==> config.mk <==
export PLATFORM = sky130hd
export DESIGN_NAME = bitmap_set_clear_test_scan_flat
export DESIGN_NICKNAME = d
export VERILOG_FILES = /design/src/hdl/bscts_pkg.sv /design/src/hdl/bscts_if.sv /design/src/hdl/bitmap_set_clear_test_scan.sv /design/src/hdl/bscts_word_mem.sv /design/src/hdl/bscts_word_alu.sv /design/src/flat_wrapper.sv
export SDC_FILE = /design/constraint.sdc
export NUM_CORES = 1
export LEC_CHECK = 0
export BUFFER_PORTS_ARGS = -buffer_cell sky130_fd_sc_hd__buf_4
export CORE_AREA = 2 2 285 287
export DETAILED_ROUTE_END_ITERATION = 8
export DIE_AREA = 0 0 287 289
export PLACE_DENSITY = 0.73
export SYNTH_ARGS = -nofsm -noshare
export SYNTH_HDL_FRONTEND = slang
export SYNTH_SLANG_ARGS = --single-unit
==> constraint.sdc <==
create_clock -name clk -period 19.3 [get_ports clk]
set_input_delay 2.895 -clock clk [delete_from_list [all_inputs] [get_ports clk]]
set_output_delay 2.895 -clock clk [all_outputs]
set_load 0.005 [all_outputs]
==> src/hdl/bscts_pkg.sv <==
// Shared types and constants for the bitmap set/clear/test/scan block.
// No dependencies; every other file imports this package.
package bscts_pkg;

  localparam int TYPE_W    = 3;
  localparam int POS_W     = 10;
  localparam int LEN_W     = 11;
  localparam int WORD_BITS = 64;
  localparam int IDX_W     = 6;   // log2(WORD_BITS)

  localparam logic [LEN_W-1:0] LEN_RESET = 11'd1024;

  typedef enum logic [TYPE_W-1:0] {
    OP_SET       = 3'd0,
    OP_CLEAR     = 3'd1,
    OP_TEST      = 3'd2,
    OP_TEST_SET  = 3'd3,
    OP_TEST_CLR  = 3'd4,
    OP_SCAN      = 3'd5
  } req_op_t;

  typedef enum logic [1:0] {
    ST_IDLE,
    ST_READ,
    ST_EVAL,
    ST_DONE
  } seq_state_t;

  // Sequencer -> word unit.
  typedef struct packed {
    req_op_t          op;
    logic [IDX_W-1:0] bit_idx;
    logic [LEN_W-1:0] rem;      // bits of the length left from this word on
  } alu_ctl_t;

  // Word unit -> sequencer.
  typedef struct packed {
    logic                 old_bit;
    logic [WORD_BITS-1:0] new_word;
    logic                 any;
    logic [IDX_W-1:0]     low_idx;
  } alu_res_t;

endpackage

==> src/hdl/bscts_if.sv <==
// Request and response channel interfaces (valid/ready) for the bitmap block.
// Depends on bscts_pkg.
interface bscts_req_if
  import bscts_pkg::*;
  ();
  logic             valid;
  logic             ready;
  logic [TYPE_W-1:0] req_type;
  logic [POS_W-1:0]  bit_position;

  modport source (output valid, output req_type, output bit_position, input ready);
  modport sink   (input valid, input req_type, input bit_position, output ready);
endinterface

interface bscts_rsp_if
  import bscts_pkg::*;
  ();
  logic             valid;
  logic             ready;
  logic             bit_value;
  logic             found;
  logic [POS_W-1:0] found_position;
  logic             out_of_range;

  modport source (output valid, output bit_value, output found, output found_position,
                  output out_of_range, input ready);
  modport sink   (input valid, input bit_value, input found, input found_position,
                  input out_of_range, output ready);
endinterface

==> src/hdl/bitmap_set_clear_test_scan.sv <==
// Bitmap with set, clear, test, test-and-set, test-and-reset and find-first-set.
// Top level: sequencer, length register, word store and shared word unit.
// Depends on bscts_pkg, bscts_if, bscts_word_mem and bscts_word_alu.
//
// The vector holds NBITS bits (positions beyond 1023 cannot be addressed, so at
// most 16 words of 64 bits are stored) and reads as all zeros after reset. One
// request is handled at a time; req.ready is high only while the sequencer is
// idle, and the result stays in the output register until taken. A bit op
// goes from accept through a word read (ST_READ) and evaluate/write-back
// (ST_EVAL) to the result beat (ST_DONE); an out-of-range position, an
// unused code, or a scan at zero length goes straight to ST_DONE. A scan
// repeats read and evaluate through the single memory port for each word,
// at most min(16, ceil(length/64)) words. The effective length is
// min(length_bits, NBITS); cfg_we writes length_bits (reset 1024) and is only
// to be used while no request is in flight. Bits beyond a shortened length
// stay stored and reappear when the length is raised again.
module bitmap_set_clear_test_scan
  import bscts_pkg::*;
#(
  parameter int NBITS = 1024
) (
  input  logic              clk,
  input  logic              rst,
  input  logic              cfg_we,
  input  logic [LEN_W-1:0]  cfg_wdata,
  bscts_req_if.sink         req,
  bscts_rsp_if.source       rsp
);

  localparam int NWORDS_ALL = (NBITS + WORD_BITS - 1) / WORD_BITS;
  localparam int MAX_WORDS  = 1 << (POS_W - IDX_W);
  localparam int NWORDS     = (NWORDS_ALL < MAX_WORDS) ? NWORDS_ALL : MAX_WORDS;
  localparam int WADDR_W    = (NWORDS > 1) ? $clog2(NWORDS) : 1;
  localparam int CNT_W      = POS_W - IDX_W + 1;
  localparam int LEN_CAP    = (NBITS < (1 << LEN_W)) ? NBITS : (1 << LEN_W) - 1;

  // config
  logic [LEN_W-1:0] length_bits;
  logic [LEN_W-1:0] eff_len;

  // sequencer
  seq_state_t       state, state_next;
  req_op_t          op;
  logic [POS_W-1:0] pos;
  logic [CNT_W-1:0] widx;

  // result register
  logic             r_bit, r_found, r_oor;
  logic [POS_W-1:0] r_fpos;

  // datapath
  req_op_t              in_op;
  logic                 in_bitop;
  logic                 in_oor;
  logic                 in_mem;
  logic                 accept;
  logic                 is_scan;
  logic [CNT_W-1:0]     widx_inc;
  logic [LEN_W-1:0]     base;
  logic [LEN_W-1:0]     base_next;
  logic                 scan_last;
  logic [WADDR_W-1:0]   mem_addr;
  logic                 mem_re, mem_we;
  logic [WORD_BITS-1:0] rd_word;
  alu_ctl_t             alu_ctl;
  alu_res_t             alu_res;

  always_ff @(posedge clk) begin
    if (rst) begin
      length_bits <= LEN_RESET;
    end else if (cfg_we) begin
      length_bits <= cfg_wdata;
    end
  end

  assign eff_len = (length_bits > LEN_W'(LEN_CAP)) ? LEN_W'(LEN_CAP) : length_bits;

  // request decode at accept
  assign accept   = req.valid && req.ready;
  assign in_op    = req_op_t'(req.req_type);
  assign in_bitop = (req.req_type <= TYPE_W'(OP_TEST_CLR));
  assign in_oor   = ({1'b0, req.bit_position} >= eff_len);
  assign in_mem   = (in_bitop && !in_oor) || (in_op == OP_SCAN && eff_len != '0);

  // scan walk
  assign is_scan   = (op == OP_SCAN);
  assign widx_inc  = widx + CNT_W'(1);
  assign base      = {widx, {IDX_W{1'b0}}};
  assign base_next = {widx_inc, {IDX_W{1'b0}}};
  assign scan_last = (widx_inc >= CNT_W'(NWORDS)) || (base_next >= eff_len);

  assign mem_addr = is_scan ? widx[WADDR_W-1:0] : pos[IDX_W +: WADDR_W];

  assign alu_ctl.op      = op;
  assign alu_ctl.bit_idx = pos[IDX_W-1:0];
  assign alu_ctl.rem     = eff_len - base;

  bscts_word_mem #(
    .NWORDS  (NWORDS),
    .WADDR_W (WADDR_W)
  ) u_mem (
    .clk   (clk),
    .rst   (rst),
    .re    (mem_re),
    .we    (mem_we),
    .addr  (mem_addr),
    .wdata (alu_res.new_word),
    .rdata (rd_word)
  );

  bscts_word_alu u_alu (
    .word (rd_word),
    .ctl  (alu_ctl),
    .res  (alu_res)
  );

  // next state
  always_comb begin
    state_next = state;
    case (state)
      ST_IDLE: begin
        if (req.valid) begin
          state_next = in_mem ? ST_READ : ST_DONE;
        end
      end
      ST_READ: state_next = ST_EVAL;
      ST_EVAL: begin
        if (is_scan && !alu_res.any && !scan_last) begin
          state_next = ST_READ;
        end else begin
          state_next = ST_DONE;
        end
      end
      ST_DONE: begin
        if (rsp.ready) begin
          state_next = ST_IDLE;
        end
      end
      default: state_next = ST_IDLE;
    endcase
  end

  // state outputs
  always_comb begin
    req.ready = 1'b0;
    rsp.valid = 1'b0;
    mem_re    = 1'b0;
    mem_we    = 1'b0;
    case (state)
      ST_IDLE: req.ready = 1'b1;
      ST_READ: mem_re = 1'b1;
      ST_EVAL: begin
        case (op)
          OP_SET, OP_CLEAR, OP_TEST_SET, OP_TEST_CLR: mem_we = 1'b1;
          default:                                    mem_we = 1'b0;
        endcase
      end
      ST_DONE: rsp.valid = 1'b1;
      default: ;
    endcase
  end

  always_ff @(posedge clk) begin
    if (rst) begin
      state <= ST_IDLE;
    end else begin
      state <= state_next;
    end
  end

  // request registers and result register
  always_ff @(posedge clk) begin
    if (accept) begin
      op      <= in_op;
      pos     <= req.bit_position;
      widx    <= '0;
      r_bit   <= 1'b0;
      r_found <= 1'b0;
      r_fpos  <= '0;
      r_oor   <= in_bitop && in_oor;
    end else if (state == ST_EVAL) begin
      if (is_scan) begin
        if (alu_res.any) begin
          r_found <= 1'b1;
          r_fpos  <= {widx[POS_W-IDX_W-1:0], alu_res.low_idx};
        end else begin
          widx <= widx_inc;
        end
      end else begin
        case (op)
          OP_TEST, OP_TEST_SET, OP_TEST_CLR: r_bit <= alu_res.old_bit;
          default:                           r_bit <= 1'b0;
        endcase
      end
    end
  end

  assign rsp.bit_value      = r_bit;
  assign rsp.found          = r_found;
  assign rsp.found_position = r_fpos;
  assign rsp.out_of_range   = r_oor;

  // checks
  a_found_not_oor: assert property (@(posedge clk) disable iff (rst)
    (rsp.valid && rsp.found) |-> !rsp.out_of_range)
    else $error("found and out_of_range both set");

  a_found_in_len: assert property (@(posedge clk) disable iff (rst)
    (rsp.valid && rsp.found) |-> ({1'b0, rsp.found_position} < eff_len))
    else $error("scan hit at or beyond the effective length");

  a_no_write_oor: assert property (@(posedge clk) disable iff (rst)
    mem_we |-> (state == ST_EVAL && !r_oor && !is_scan))
    else $error("word written outside a valid bit operation");

  a_scan_bound: assert property (@(posedge clk) disable iff (rst)
    (state == ST_READ) |-> (widx < CNT_W'(NWORDS)))
    else $error("scan index beyond stored words");

  a_accept_flow: assert property (@(posedge clk) disable iff (rst)
    accept |=> (state == ST_READ || state == ST_DONE))
    else $error("accepted request did not start");

endmodule

==> src/hdl/bscts_word_mem.sv <==
// Word store of the bitmap: one read or write port, registered read data.
// Per-word valid bits make unwritten words read as zero after reset. Uses bscts_pkg.
module bscts_word_mem
  import bscts_pkg::*;
#(
  parameter int NWORDS  = 16,
  parameter int WADDR_W = 4
) (
  input  logic                 clk,
  input  logic                 rst,
  input  logic                 re,
  input  logic                 we,
  input  logic [WADDR_W-1:0]   addr,
  input  logic [WORD_BITS-1:0] wdata,
  output logic [WORD_BITS-1:0] rdata
);

  logic [WORD_BITS-1:0] mem [NWORDS];
  logic [NWORDS-1:0]    valid;
  logic [WORD_BITS-1:0] rd_data;
  logic                 rd_valid;

  always_ff @(posedge clk) begin
    if (we) begin
      mem[addr] <= wdata;
    end
    if (re) begin
      rd_data <= mem[addr];
    end
  end

  always_ff @(posedge clk) begin
    if (rst) begin
      valid    <= '0;
      rd_valid <= 1'b0;
    end else begin
      if (we) begin
        valid[addr] <= 1'b1;
      end
      if (re) begin
        rd_valid <= valid[addr];
      end
    end
  end

  assign rdata = rd_valid ? rd_data : '0;

endmodule

==> src/hdl/bscts_word_alu.sv <==
// Shared word unit: bit read-modify-write and masked lowest-set-bit search.
// Purely combinational; used once per word visit. Uses bscts_pkg.
module bscts_word_alu
  import bscts_pkg::*;
(
  input  logic [WORD_BITS-1:0] word,
  input  alu_ctl_t             ctl,
  output alu_res_t             res
);

  logic [WORD_BITS-1:0] bit_mask;
  logic [WORD_BITS-1:0] len_mask;
  logic [WORD_BITS-1:0] masked;
  logic [IDX_W-1:0]     low;

  always_comb begin
    bit_mask = {{(WORD_BITS-1){1'b0}}, 1'b1} << ctl.bit_idx;
    // tail mask when the length ends inside this word
    if (ctl.rem[LEN_W-1:IDX_W] == '0) begin
      len_mask = ~({WORD_BITS{1'b1}} << ctl.rem[IDX_W-1:0]);
    end else begin
      len_mask = {WORD_BITS{1'b1}};
    end
    masked = word & len_mask;

    low = '0;
    for (int i = WORD_BITS - 1; i >= 0; i--) begin
      if (masked[i]) begin
        low = IDX_W'(i);
      end
    end

    res.old_bit = word[ctl.bit_idx];
    res.any     = |masked;
    res.low_idx = low;
    case (ctl.op)
      OP_SET, OP_TEST_SET:   res.new_word = word | bit_mask;
      OP_CLEAR, OP_TEST_CLR: res.new_word = word & ~bit_mask;
      default:               res.new_word = word;
    endcase
  end

endmodule
==> src/flat_wrapper.sv <==
// flat-port wrapper written by rule: the top's interface ports become plain ports
module bitmap_set_clear_test_scan_flat import bscts_pkg::*;
#(
  parameter int NBITS = 1024
)
  (clk, rst, cfg_we, cfg_wdata, req_valid, req_req_type, req_bit_position, req_ready, rsp_valid, rsp_bit_value, rsp_found, rsp_found_position, rsp_out_of_range, rsp_ready);
  bscts_req_if req_i ();
  bscts_rsp_if rsp_i ();
  input  logic clk;
  input  logic rst;
  input  logic cfg_we;
  input  logic [LEN_W-1:0] cfg_wdata;
  input wire logic [$bits(req_i.valid)-1:0] req_valid;
  input wire logic [$bits(req_i.req_type)-1:0] req_req_type;
  input wire logic [$bits(req_i.bit_position)-1:0] req_bit_position;
  output wire logic [$bits(req_i.ready)-1:0] req_ready;
  output wire logic [$bits(rsp_i.valid)-1:0] rsp_valid;
  output wire logic [$bits(rsp_i.bit_value)-1:0] rsp_bit_value;
  output wire logic [$bits(rsp_i.found)-1:0] rsp_found;
  output wire logic [$bits(rsp_i.found_position)-1:0] rsp_found_position;
  output wire logic [$bits(rsp_i.out_of_range)-1:0] rsp_out_of_range;
  input wire logic [$bits(rsp_i.ready)-1:0] rsp_ready;
  assign req_i.valid = req_valid;
  assign req_i.req_type = req_req_type;
  assign req_i.bit_position = req_bit_position;
  assign req_ready = req_i.ready;
  assign rsp_valid = rsp_i.valid;
  assign rsp_bit_value = rsp_i.bit_value;
  assign rsp_found = rsp_i.found;
  assign rsp_found_position = rsp_i.found_position;
  assign rsp_out_of_range = rsp_i.out_of_range;
  assign rsp_i.ready = rsp_ready;
  bitmap_set_clear_test_scan #(.NBITS(NBITS)) u_core (.clk(clk), .rst(rst), .cfg_we(cfg_we), .cfg_wdata(cfg_wdata), .req(req_i), .rsp(rsp_i));
endmodule
==> out/metrics.yaml <==
syn_inst: 2824
cp_cell_sequence: "clkinv_1, nand2_1, inv_1, ha_1, and3b_1, or3_4, a211o_4, a2111oi_4, a21oi_1, a311o_1, a21oi_1, inv_1, a2111oi_0, o21ai_0, o211ai_1"
drt-pass1-iter-count: 6
ys_warn_count: 0
syn_area_um2: 47700
grt_pass1_wl_mm: 189
post_cts_resized: 0
hp-class: "reg -> reg"
gp_congestion: 0.964
critPathRequiredTime_ns: 19.89
nFillCells: 5328
first_iter_violations: 3758
status: "finished clean"
endpoint: "u_core.rsp.found_position[0]"
synth_flop_cell: "edfxtp_1"
finalClockSkew_ns: 0.0411
critPathKind: "reg -> reg"
grt_pass1_vias: 27303
synth_edf_count: 1102
die-area_um2: 82900
ir_drop_mv: 0.113
coreArea_um2: 79900
diodes: 0
nets: 2932
grt_max_degree: 148
synthAdderAreaFrac_pct: 0.551
critPathCaptureType: "flop"
powerDensity_nw_per_um2: 102
async_flop_share_pct: 0
crit_family: "compound AO/OA/AOI/OAI gates"
initial_utilization_pct: 59.6
dp_hpwl_mm: 75.5
cp.depth: 15
synthSimpleGateAreaFrac_pct: 6.86
synthMuxAreaShare_pct: 13.3
clock_latency_ns: 0.70
clk_path_buf_depth: 3
fin_crit_sh_pct: 32.8
period_needed_ns: 6.33
leakagePower_nw: 17.4
cts_root_buffer: "clkbuf_16"
io_buffers: 43
final_common_cell: "edfxtp_1"
ff2ff_path_depth: 15
timing_hold_violations_final: 0
yosysSeqAreaShare_pct: 71.4
fp.dieH_um: 289
r2r_slack_ns: 12.97
worst_pin_slew_ns: 1.44
crit_arrival_ns: 6.92
grt_use_total_pct: 31.9
r2r_start: "u_core.length_bits[10]"
ys_types: 85
layout_common_cells: "1102 x edfxtp_1, 394 x nand2_1, 273 x mux4_2"
post-cts-setup-buffer-count: 0
avgSynthCellArea_um2: 16.9
maxSlewViolCount: 0
synth_compound_area_share_pct: 6.08
antenna_found_initial: 0
cp_max_fo: 24
setup_tns_ns: 0
clkTransAtPathRegs_ns: 0.06
setup_viol: 0
syn_to_final_growth_pct: 10.9
htree_levels: 3
die_w_um: 287
grt_overflow_total: 0
cap_violations: 0
numCtsBuffers: 109
crit_buf_inv: 3
crit_path_start: "u_core.length_bits[10]"
routed_wl_mm: 130
via_per_inst: 6.85
hold_buffers: 0
whs_ns: 0.474
fmaxAchievable_ghz: 0.158
vias: 27647
layout-drive-gt1-share_pct: 20.0
rsz0062_at_grt: "false"
wl_per_cell_um: 32.3
cts.sinks: 1149
route.detailed.drc: 0
r2r-end: "u_core.rsp.found_position[0]"
worstSetupStartpointType: "flop"
relSlewSlack_pct: 3.96
synth_seq_cells: 1149
cp_slowest_cell: "a2111oi_4"
cts_tree: "yes"
rows: 104
synth_xor_xnor_area_share_pct: 0.165
ant_nets: 0
total_power_mw: 5.40
crit_path_max_incr_delay_ns: 0.96
post-route-util_pct: 66.2
synth_top_family_by_area: "multiplexers"
syn_nets: 2874
ios: 44
-- report_power, final --
group	internal [mW]	total (mW)	switching, mW	leakage (nW)
registers	2.77	2.81	0.0415	10.4
logic	0.200	0.530	0.330	5.29
clock network	1.15	2.06	0.914	1.67
-- worst min-delay path, stage by stage (launching register included) --
cell and delay [ns]:
dfxtp_1 0.32, nor2_1 0.05, nor2_1 0.07
-- layer usage --
metal / share of wire, % / up-vias / global-route usage (%)
li1: - / 11405 / -
met1: 40 / 14324 / 46.9
met2: 47 / 1659 / 49.6
met3: 9.8 / 259 / 5.27
met4: 3.2 / 0 / 10.3
met5: 0 / - / 0
-- registers in the layout, summed over array words and instances, names as in the netlist --
register                   count
u_core.u_mem.mem            1024
u_core.rsp.found               1
u_core.rsp.found_position     10
u_core.u_mem.rd_data          64
u_core.rsp.bit_value           1
u_core.length_bits            11
u_core.u_mem.valid            16
u_core.op                      3
u_core.widx                    5
u_core.u_mem.rd_valid          1
u_core.rsp.out_of_range        1
u_core.state                   2
u_core.pos                    10
-- through the flow --
stage	cells	setup slack [ns]	area (µm²)
finish	4034	12.97	52900
global route	4034	12.66	52900
CTS	4033	13.05	52800
detailed placement	3830	13.08	49400
global placement	3830	13.19	49400
floorplan	2824	12.32	47700
-- worst min-delay path by stage --
stage,slack [ns],startpoint,cells past startpoint,endpoint
after detailed placement,0.45,u_core.u_mem.valid[1],1,u_core.u_mem.valid[1]
final,0.47,u_core.u_mem.valid[8],2,u_core.u_mem.valid[8]
after CTS,0.48,u_core.u_mem.valid[8],2,u_core.u_mem.valid[8]
after floorplan,0.43,u_core.u_mem.valid[13],2,u_core.u_mem.valid[13]
after global routing,0.49,u_core.u_mem.valid[14],1,u_core.u_mem.valid[14]
after global placement,0.44,u_core.u_mem.valid[14],1,u_core.u_mem.valid[14]
-- layout make-up --
class	count	area, µm²	share of cell area, %
clock inverters	66	557	1.05
multi-input cells	1478	13100	24.7
well taps	1060	1330	2.51
clock buffers	137	2880	5.44
flip-flops and latches	1149	34000	64.4
repair buffers	114	881	1.67
inverters	30	113	0.213
-- cells in the mapped netlist (all sizes together), types with 11 or more instances --
master	count	area, µm²
a21oi	108	552
a22oi	70	526
a31oi	81	537
and2	11	68.8
and3	69	432
buf	40	161
clkbuf	127	477
dfxtp	47	941
edfxtp	1102	33100
ha	21	263
inv	28	105
mux2i	19	190
mux4	273	6150
nand2	394	1480
nand3	23	145
nor2	129	492
nor2b	23	144
nor3	30	155
o211ai	23	178
o21a	16	120
o21ai	53	269
-- cell families (layout without fill, tap and decap cells) --
logic type | after synthesis | after routing
adder cells (fa/ha/maj) | 21 | 21
AND/OR/NAND/NOR | 724 | 724
flip-flops | 1149 | 1149
multiplexers | 294 | 294
XOR/XNOR | 9 | 9
buffers and inverters | 197 | 347
AO/OA/AOI/OAI | 430 | 430
Power figures use the tool's default switching activity.
